==> src/rtl/gdsl_pkg.sv <==
// Shared types and codes for the grouped distance-sorted list engine.
package gdsl_pkg;

	// Request kinds carried in the input beat.
	localparam logic [1:0] REQ_SORTED = 2'd0;
	localparam logic [1:0] REQ_ACTIVE = 2'd1;
	localparam logic [1:0] REQ_CLEAR  = 2'd2;
	localparam logic [1:0] REQ_UNUSED = 2'd3;

	// Result status codes.
	localparam logic [1:0] ST_DONE       = 2'd0;
	localparam logic [1:0] ST_GROUP_FULL = 2'd1;
	localparam logic [1:0] ST_POOL_FULL  = 2'd2;

	// Controller states.
	typedef enum logic [3:0] {
		S_IDLE,
		S_GSCAN,
		S_GWAIT,
		S_DECIDE,
		S_SHEAD,
		S_SWALK,
		S_SWAIT,
		S_AHEAD,
		S_AWALK,
		S_AKEY,
		S_AWAIT,
		S_COMMIT,
		S_OUT
	} state_t;

	// Commands from the controller to the datapath.
	typedef struct packed {
		logic load;     // capture the input beat
		logic clear;    // empty table and pools
		logic gscan;    // issue group key read and advance index
		logic gcreate;  // create group at group_total
		logic shead;    // load sorted walk pointer from the group head
		logic ahead;    // load active walk pointer from the group head
		logic wread;    // read the node under the walk pointer
		logic akey;     // read the key of the active successor
		logic sstep;    // advance the sorted walk by one node
		logic astep;    // advance the active walk by one node
		logic commit;   // write node and links
		logic finish;   // form result and present it
	} cmd_t;

	// Status from the datapath to the controller.
	typedef struct packed {
		logic is_clear;
		logic is_sorted;
		logic is_unused;
		logic gscan_done;  // index reached group_total
		logic gmatch;      // last read key matched
		logic gfull;
		logic sfull;
		logic afull;
		logic walk_stop;   // walk reached its end
		logic out_busy;
	} stat_t;

endpackage

==> src/rtl/gdsl_ctrl.sv <==
// Controller state machine sequencing group search and list walks.
module gdsl_ctrl (
	input  logic             clk,
	input  logic             arst_n,
	input  logic             in_fire,
	input  gdsl_pkg::stat_t  st,
	output gdsl_pkg::cmd_t   cmd,
	output logic             in_ready
);
	import gdsl_pkg::*;

	state_t state_q, state_d;

	// State register.
	always_ff @(posedge clk or negedge arst_n) begin
		if (!arst_n) state_q <= S_IDLE;
		else state_q <= state_d;
	end

	// Next state.
	always_comb begin
		state_d = state_q;
		unique case (state_q)
			S_IDLE: begin
				if (in_fire) state_d = S_GSCAN;
			end
			S_GSCAN: begin
				if (st.is_clear || st.is_unused) state_d = S_OUT;
				else if (st.gscan_done) state_d = S_DECIDE;
				else state_d = S_GWAIT;
			end
			S_GWAIT: begin
				if (st.gmatch) state_d = S_DECIDE;
				else state_d = S_GSCAN;
			end
			S_DECIDE: begin
				if (!st.gmatch && st.gfull) state_d = S_OUT;
				else if (st.is_sorted) state_d = st.sfull ? S_OUT : S_SHEAD;
				else state_d = st.afull ? S_OUT : S_AHEAD;
			end
			S_SHEAD: state_d = S_SWALK;
			S_SWALK: state_d = S_SWAIT;
			S_SWAIT: begin
				if (st.walk_stop) state_d = S_COMMIT;
				else state_d = S_SWALK;
			end
			S_AHEAD: state_d = S_AWALK;
			S_AWALK: state_d = S_AKEY;
			S_AKEY: state_d = S_AWAIT;
			S_AWAIT: begin
				if (st.walk_stop) state_d = S_COMMIT;
				else state_d = S_AWALK;
			end
			S_COMMIT: state_d = S_OUT;
			S_OUT: begin
				if (!st.out_busy) state_d = S_IDLE;
			end
			default: state_d = S_IDLE;
		endcase
	end

	// Command decode.
	always_comb begin
		cmd = '0;
		in_ready = 1'b0;
		unique case (state_q)
			S_IDLE: begin
				in_ready = 1'b1;
				cmd.load = in_fire;
			end
			S_GSCAN: begin
				cmd.clear = st.is_clear;
				cmd.gscan = !(st.is_clear || st.is_unused) && !st.gscan_done;
			end
			S_DECIDE: cmd.gcreate = !st.gmatch && !st.gfull;
			S_SHEAD: cmd.shead = 1'b1;
			S_SWALK: cmd.wread = 1'b1;
			S_SWAIT: cmd.sstep = !st.walk_stop;
			S_AHEAD: cmd.ahead = 1'b1;
			S_AWALK: cmd.wread = 1'b1;
			S_AKEY: cmd.akey = 1'b1;
			S_AWAIT: cmd.astep = !st.walk_stop;
			S_COMMIT: cmd.commit = 1'b1;
			S_OUT: cmd.finish = !st.out_busy;
			default: ;
		endcase
	end

endmodule

==> config.mk <==
export PLATFORM = sky130hd
export DESIGN_NAME = gdsl_ctrl
export DESIGN_NICKNAME = d
export VERILOG_FILES = /design/src/rtl/gdsl_pkg.sv /design/src/rtl/gdsl_ctrl.sv
export SDC_FILE = /design/constraint.sdc
export NUM_CORES = 1
export LEC_CHECK = 0
export CELL_PAD_IN_SITES_DETAIL_PLACEMENT = 1
export CELL_PAD_IN_SITES_GLOBAL_PLACEMENT = 1
export CORE_AREA = 2 2 39 41
export CTS_BUF_LIST = sky130_fd_sc_hd__clkbuf_16
export DETAILED_ROUTE_END_ITERATION = 16
export DIE_AREA = 0 0 41 43
export DONT_BUFFER_PORTS = 1
export GPL_TIMING_DRIVEN = 0
export PLACE_DENSITY = 0.73
export RECOVER_POWER = 50
export SYNTH_ARGS = -nofsm -noshare
export SYNTH_HDL_FRONTEND = slang
export SYNTH_SLANG_ARGS = --single-unit
==> constraint.sdc <==
create_clock -name clk -period 1.8 [get_ports clk]
set_clock_uncertainty 0.05 [all_clocks]
set_input_delay 0.36 -clock clk [delete_from_list [all_inputs] [get_ports clk]]
set_output_delay 0.36 -clock clk [all_outputs]
set_load 0.01 [all_outputs]
[After elaboration in Yosys (flattened, before gate mapping)]
Cells that the tools add are included.
Storage, ports and cells
  bits in registers: 4
  input bits: 13
  word-level logic and storage cells: 52
Cells by class
  equal/unequal tests: 14
  multiplexer cells: 24
  reductions and logical operators: 13
Operators with widths (count)
  case mux 4 bit (13 select lines): 1
  two-way mux 4 bit: 8
  equality test 4 bit (second input constant): 5
  equality test 4 x 3 -> 1 bit (second input constant): 4
  two-way mux 1 bit: 12
  equality test 4 x 2 -> 1 bit (second input constant): 2
  logical NOT 1 bit: 6
  two-way mux 2 bit: 3
  equality test 4 x 1 -> 1 bit (second input constant): 1
  logical NOT 4 bit: 1
  != test 2 bit (second input constant): 2
  logical AND 1 bit: 3
  AND reduction 2 bit: 1
  OR reduction 2 bit: 1
  logical OR 1 bit: 1

[Depth between registers and ports, before layout]
Gate-level depths: netlist (run 1).
  word-level depth: 4
  depth in mapped cells: 4
  gate-level depth less buffers: 3

[Least setup slack after synthesis (run 1)]
Ideal clock, no wire load.
  kind: register -> output
  from: reg state_q[3]
  to: out cmd[11] in the netlist's numbering
  data arrival time: 1.261 ns
  data required time: 1.390 ns
  path slack: 0.129 ns
  stages on the path, launching flop included: 4
  path buffers: 0
  cell sequence: dfrtp_1 or2_2 nor3_1 and2_1
RTL lines
  start, declared: RTL line gdsl_ctrl.sv:12  | state_t state_q, state_d;
  start signal, assigned: RTL line gdsl_ctrl.sv:17  | else state_q <= state_d;
  end, declared: RTL line gdsl_ctrl.sv:7  | output gdsl_pkg::cmd_t cmd,

==> results_dict.tcl, run 1 <==
set metrics [dict create \
    hold_violations 0 \
    met3_length_um 83 \
    status "finished clean" \
    totalWireLength_mm 1.363 \
    io_pins 26 \
    insertedDiodeCount 0 \
    drtPass1Iterations 4 \
    synthArstFlopShare 1.000 \
    critical_path.slowest_cell "dfrtp_2" \
    holdCritPathClass "input pin to flop" \
    viasPerCell 6.049 \
    power_density_nw_per_um2 1924 \
    crit_chain "or2_4, nor3_4, and2_4" \
    synth.top_cell.area_share 0.2305 \
    critPathKind "flop to output pin" \
    top_register "state_q" \
    fin_tns_setup_ns 0 \
    drtAntennaViolNets 0 \
    synthDistinctLibCells 30 \
    core-area_um2 1384 \
    cts_tree "yes" \
    syn-instance-count 58 \
    first_global_vias 444 \
    rows 14 \
    m1WireLength_um 664 \
    largest_register_ff_count 4 \
    via_count 496 \
    drt_iter0_drc 5 \
    yosys-top-cells-area "dfrtp_1, nor2b_1, a32oi_1" \
    dr.max_layer_used "met3" \
    reg_top3 "state_q x4" \
    drv_slew 0 \
    rsz0062_at_grt "no" \
    total_power_mw 1.269 \
    grt_pass1_wl_mm 1.952 \
    die_w_um 41 \
    max_slew.worst_pin.slew_ns 0.3412 \
    die-area_um2 1763 \
    synth.net_count 71 \
    worst-path-max-fanout 7 \
    place_inst 74 \
    worst_setup_path_start_kind "flop" \
    cts_root_buf "clkbuf_16" \
    setup_viol 0 \
    period_minus_slack_ns 1.750 \
    whs_ns 0.2899 \
    synth_edf_count 0 \
    h-tree-depth 1 \
    leakage_nw 0.2441 \
    antenna_found_initial 0 \
    cp-end-kind "output pin" \
    yosys-top-cells-count "nand2_1, nor2_1, nor2b_1, dfrtp_1" \
    worst_ep_required_time_ns 1.39 \
    initial_core_util 0.3137 \
    dpl.hpwl_mm 1.004 \
    synth-main-ff-cell "dfrtp_1" \
    cpPeakStageDelay_ns 0.44 \
    finalCritPeriodShare 0.9720 \
    syn-cell-area_um2 434.2 \
    nets 81 \
    drt-wirelength-per-cell_um 16.62 \
    overflow 0 \
    max_freq_mhz 571.5 \
    ys_warn_count 0 \
    clk_latency_ns 0.22 \
    syn_avg_cell_area_um2 7.486 \
    clock_sinks 4 \
    stdcell_count 82 \
    drive_gt1_frac 0.4091 \
    synth-seq-cells 4 \
    grt_max_degree 11 \
    gp_congestion 0.8082 \
    crit_arrival_ns 1.34 \
    vdd_ir_drop_max_v 0.001106 \
    max_slew_margin 0.7667 \
    die_h_um 43 \
    wl_met2_um 616 \
    seq_area_frac_synth 0.2305 \
    drv_cap 0 \
    syn2layout_area_growth_pct 51.87 \
    clockBufferDepth 2 \
    grt_usage 0.1631 \
    clkSlewWorstSetupHoldPaths_ns 0.03 \
    drc_errors 0 \
    numPortBuffers 0 \
    yosysTopAreaCell "dfrtp_1" \
    cts_buffers 3 \
]
==> timing repair <==
item / in CTS / in global routing
hold buffers: 1 / 0
setup endpoints to repair: 10 / 10
buffers inserted: 0 / 4
gates resized for setup: 14 / 15
hold endpoints to repair: 4 / 0
pin swaps: 0 / 1
==> worst max-delay path: cells and delay by family, from the launching register on <==
kind / cells / cell delay (ns)
flip-flops: 1 / 0.44
AND/OR/NAND/NOR: 3 / 0.68
==> layout make-up <==
type	count	area, µm²
buffer	4	28.78
clock buffer	3	75.07
fill	162	724.4
inverter	1	3.754
multi-input combinational	49	389.1
sequential	4	102.6
tap	16	20.02
timing repair buffer	5	40.04
==> routing by layer <==
layer / vias to the layer above / global-route usage
li1: 239 / -
met1: 242 / 0.2305
met2: 15 / 0.2375
met3: 0 / 0.06283
met4: 0 / 0.02000
met5: - / 0
==> placed cells by master, fill, tap and decap left out, types with 2 or more instances in the layout <==
cell type / n
dfrtp_1: 2
a32oi_1: 3
o21a_1: 2
dfrtp_2: 2
nor2b_1: 4
nor2_2: 3
nand2b_1: 3
nand2_1: 4
clkbuf_16: 3
nor2_1: 2
and3_1: 2
buf_2: 2
nor3_4: 2
buf_4: 5
==> worst paths after layout <==
| check | end | from | slack [ns] | cells after the start |
|---|---|---|---|---|
| worst max-delay path | cmd[11] | state_q[3] | 0.05 | 3 |
| worst min register to register | state_q[3] | state_q[1] | 0.69 | 2 |
| max in group asynchronous | state_q[3] | arst_n | 1.15 | 1 |
| worst max register to register | state_q[0] | state_q[0] | 0.22 | 4 |
| worst min-delay path | state_q[0] | st[1] | 0.29 | 2 |
| min in group asynchronous | state_q[0] | arst_n | 0.36 | 1 |
==> through the flow <==
stage | worst slack [ns] | instance area (µm²) | utilization
2_1_floorplan | 0.1290 | 434.2 | -
3_3_place_gp | 0.01786 | 454.2 | 0.3282
3_5_place_dp | -0.01659 | 454.2 | 0.3282
4_1_cts | -0.04841 | 595.6 | 0.4304
5_1_grt | 0.001602 | 659.4 | 0.4765
6_report | 0.05036 | 659.4 | 0.4765
==> power by group <==
group | switching (mW) | internal (mW) | leakage [nW]
Sequential | 0.0683 | 0.139 | 0.0474
Combinational | 0.396 | 0.327 | 0.160
Clock | 0.0554 | 0.283 | 0.0370
Total | 0.520 | 0.748 | 0.244
==> cells by family after synthesis <==
kind of cell | after synthesis | synth area share
and+or+nand+nor | 34 | 0.4496
DFF | 4 | 0.2306
buffers and inverters | 5 | 0.04609
AOI/OAI and AO/OA | 15 | 0.2738
(Power assumes the default switching activity.)
==> run 2: changes to the inputs <==
==> config.mk (replaced) <==
export PLATFORM = sky130hd
export DESIGN_NAME = gdsl_ctrl
export DESIGN_NICKNAME = d
export VERILOG_FILES = /design/src/rtl/gdsl_pkg.sv /design/src/rtl/gdsl_ctrl.sv
export SDC_FILE = /design/constraint.sdc
export NUM_CORES = 1
export LEC_CHECK = 0
export CORE_AREA = 2 2 39 41
export CTS_BUF_LIST = sky130_fd_sc_hd__clkbuf_16
export DETAILED_ROUTE_END_ITERATION = 16
export DIE_AREA = 0 0 41 43
export DONT_BUFFER_PORTS = 1
export GPL_TIMING_DRIVEN = 0
export PLACE_DENSITY = 0.56
export RECOVER_POWER = 50
export SKIP_CTS_REPAIR_TIMING = 1
export SLEW_MARGIN = 20
export SYNTH_ARGS = -nofsm -noshare
export SYNTH_HDL_FRONTEND = slang
export SYNTH_SLANG_ARGS = --single-unit
==> run 2 against run 1 <==
Sequential power is essentially flat; highest routed layer is now met4; register-to-register slack is essentially flat; critical path type unchanged; critical endpoint unchanged; largest power group unchanged; design area shrank 5.3%; non-clock buffer count shrank 4.
==> results_dict.tcl, run 2 (synthesized netlist as in run 1, its figures left out) <==
set metrics [dict create \
    antenna_found_initial 0 \
    dpl.hpwl_um 939.1 \
    nets 77 \
    hold_depth 2 \
    stdcell_count 78 \
    finalCritPeriodShare 0.9705 \
    holdCritPathClass "input pin to flop" \
    cts_root_buf "clkbuf_16" \
    viasPerCell 6.372 \
    insertedDiodeCount 0 \
    regToRegStartpoint "state_q[2]" \
    cp_num_buf_inv 0 \
    drive_gt1_frac 0.3387 \
    vdd_ir_drop_max_v 0.0008444 \
    drv_slew 0 \
    cpPeakStageDelay_ns 0.44 \
    numPortBuffers 0 \
    power_density_nw_per_um2 1897 \
    rows 14 \
    whs_ns 0.2814 \
    h-tree-depth 1 \
    clockBufferDepth 2 \
    cts_tree "yes" \
    final_cell_mix "nand2_1, nor2b_1" \
    first_global_vias 464 \
    rrSetupSlack_ns 0.22 \
    top_register "state_q" \
    drtPass1Iterations 4 \
    status "finished clean" \
    hold_end "state_q[1]" \
    max_slew_margin 0.7344 \
    critPathKind "flop to output pin" \
    period_minus_slack_ns 1.747 \
    grt_pass1_wl_mm 1.973 \
    max_freq_mhz 572.4 \
    reg_top3 "state_q x4" \
    clkSlewWorstSetupHoldPaths_ns 0.03 \
    path_depth 3 \
    placed_area_um2 454.2 \
    hold_violations 0 \
    clock_sinks 4 \
    grt_max_degree 11 \
    layout_setup_ws_ns 0.05305 \
    core-area_um2 1384 \
    worst_setup_path_start_kind "flop" \
    syn2layout_area_growth_pct 43.80 \
    clk_latency_ns 0.22 \
    initial_core_util 0.3137 \
    worstRegToRegCells 3 \
    overflow 0 \
    cp_top_family "simple AND/OR/NAND/NOR gates" \
    die-area_um2 1763 \
    drc_errors 0 \
    fin_area_um2 624.3 \
    min_from "st[1]" \
    worst_ep_required_time_ns 1.39 \
    worst-path-max-fanout 7 \
    drt-wirelength-per-cell_um 16.37 \
    totalWireLength_mm 1.277 \
    leakage_nw 0.2222 \
    cts_buffers 3 \
    gp_congestion 0.8047 \
    rsz0062_at_grt "yes" \
    drtAntennaViolNets 0 \
    via_count 497 \
    place_inst 74 \
    layout_commonest_cell "nand2_1" \
    cp-end-kind "output pin" \
    grt_usage 0.1670 \
    r2r-end "state_q[0]" \
    total_power_mw 1.184 \
    crit_chain "or2_4, nor3_4, and2_1" \
    die_h_um 43 \
    setup_viol 0 \
    critical_path.slowest_cell "dfrtp_2" \
    max_slew.worst_pin.slew_ns 0.3933 \
    largest_register_ff_count 4 \
    crit_arrival_ns 1.34 \
    drv_cap 0 \
    die_w_um 41 \
    drt_iter0_drc 9 \
    dp_slack_ns -0.01407 \
    io_pins 26 \
]
-- run 2: cell count changes in the layout (fill, tap and decap cells not counted) --
cell and change:
and2_1 +1, and2_4 -1, buf_2 -1, buf_4 -4
clkbuf_2 +1, nand2_1 +1, nand2_2 -1
-- run 2: metal layers --
metal,vias up,wire length (µm),global-route usage
met3,2,98,0.03665
met1,235,530,0.1942
met2,25,638,0.2719
li1,235,-,-
met5,-,0,0
met4,0,9,0.08000
-- run 2: cell type report --
type	instances	area, µm²
timing repair buffer	1	10.01
tap	16	20.02
buffer	4	28.78
inverter	1	3.754
sequential	4	102.6
clock buffer	3	75.07
multi-input combinational	49	384.1
fill	139	759.5
-- run 2: how the worst max path moves through the flow --
stage | start | end | slack (ns)
global route | state_q[0] | cmd[9] | -0.04
detailed placement | state_q[1] | cmd[8] | -0.01
global placement | state_q[1] | cmd[8] | -0.02
floorplan | state_q[3] | cmd[11] | 0.13
CTS | state_q[1] | cmd[8] | -0.25
finish | state_q[3] | cmd[11] | 0.05
-- run 2: through the flow --
| stage | setup TNS [ns] | util |
|---|---|---|
| 5_1_grt | -0.05209 | 0.4512 |
| 2_1_floorplan | 0 | - |
| 6_report | 0 | 0.4512 |
| 3_3_place_gp | -0.01567 | 0.3282 |
| 4_1_cts | -1.029 | 0.3825 |
| 3_5_place_dp | -0.01407 | 0.3282 |
-- run 2: power by group --
group          switching, mW  total, mW  internal [mW]
clock network         0.0552      0.338          0.283
logic                  0.371      0.637          0.267
registers             0.0699      0.209          0.139
total                  0.496       1.18          0.689
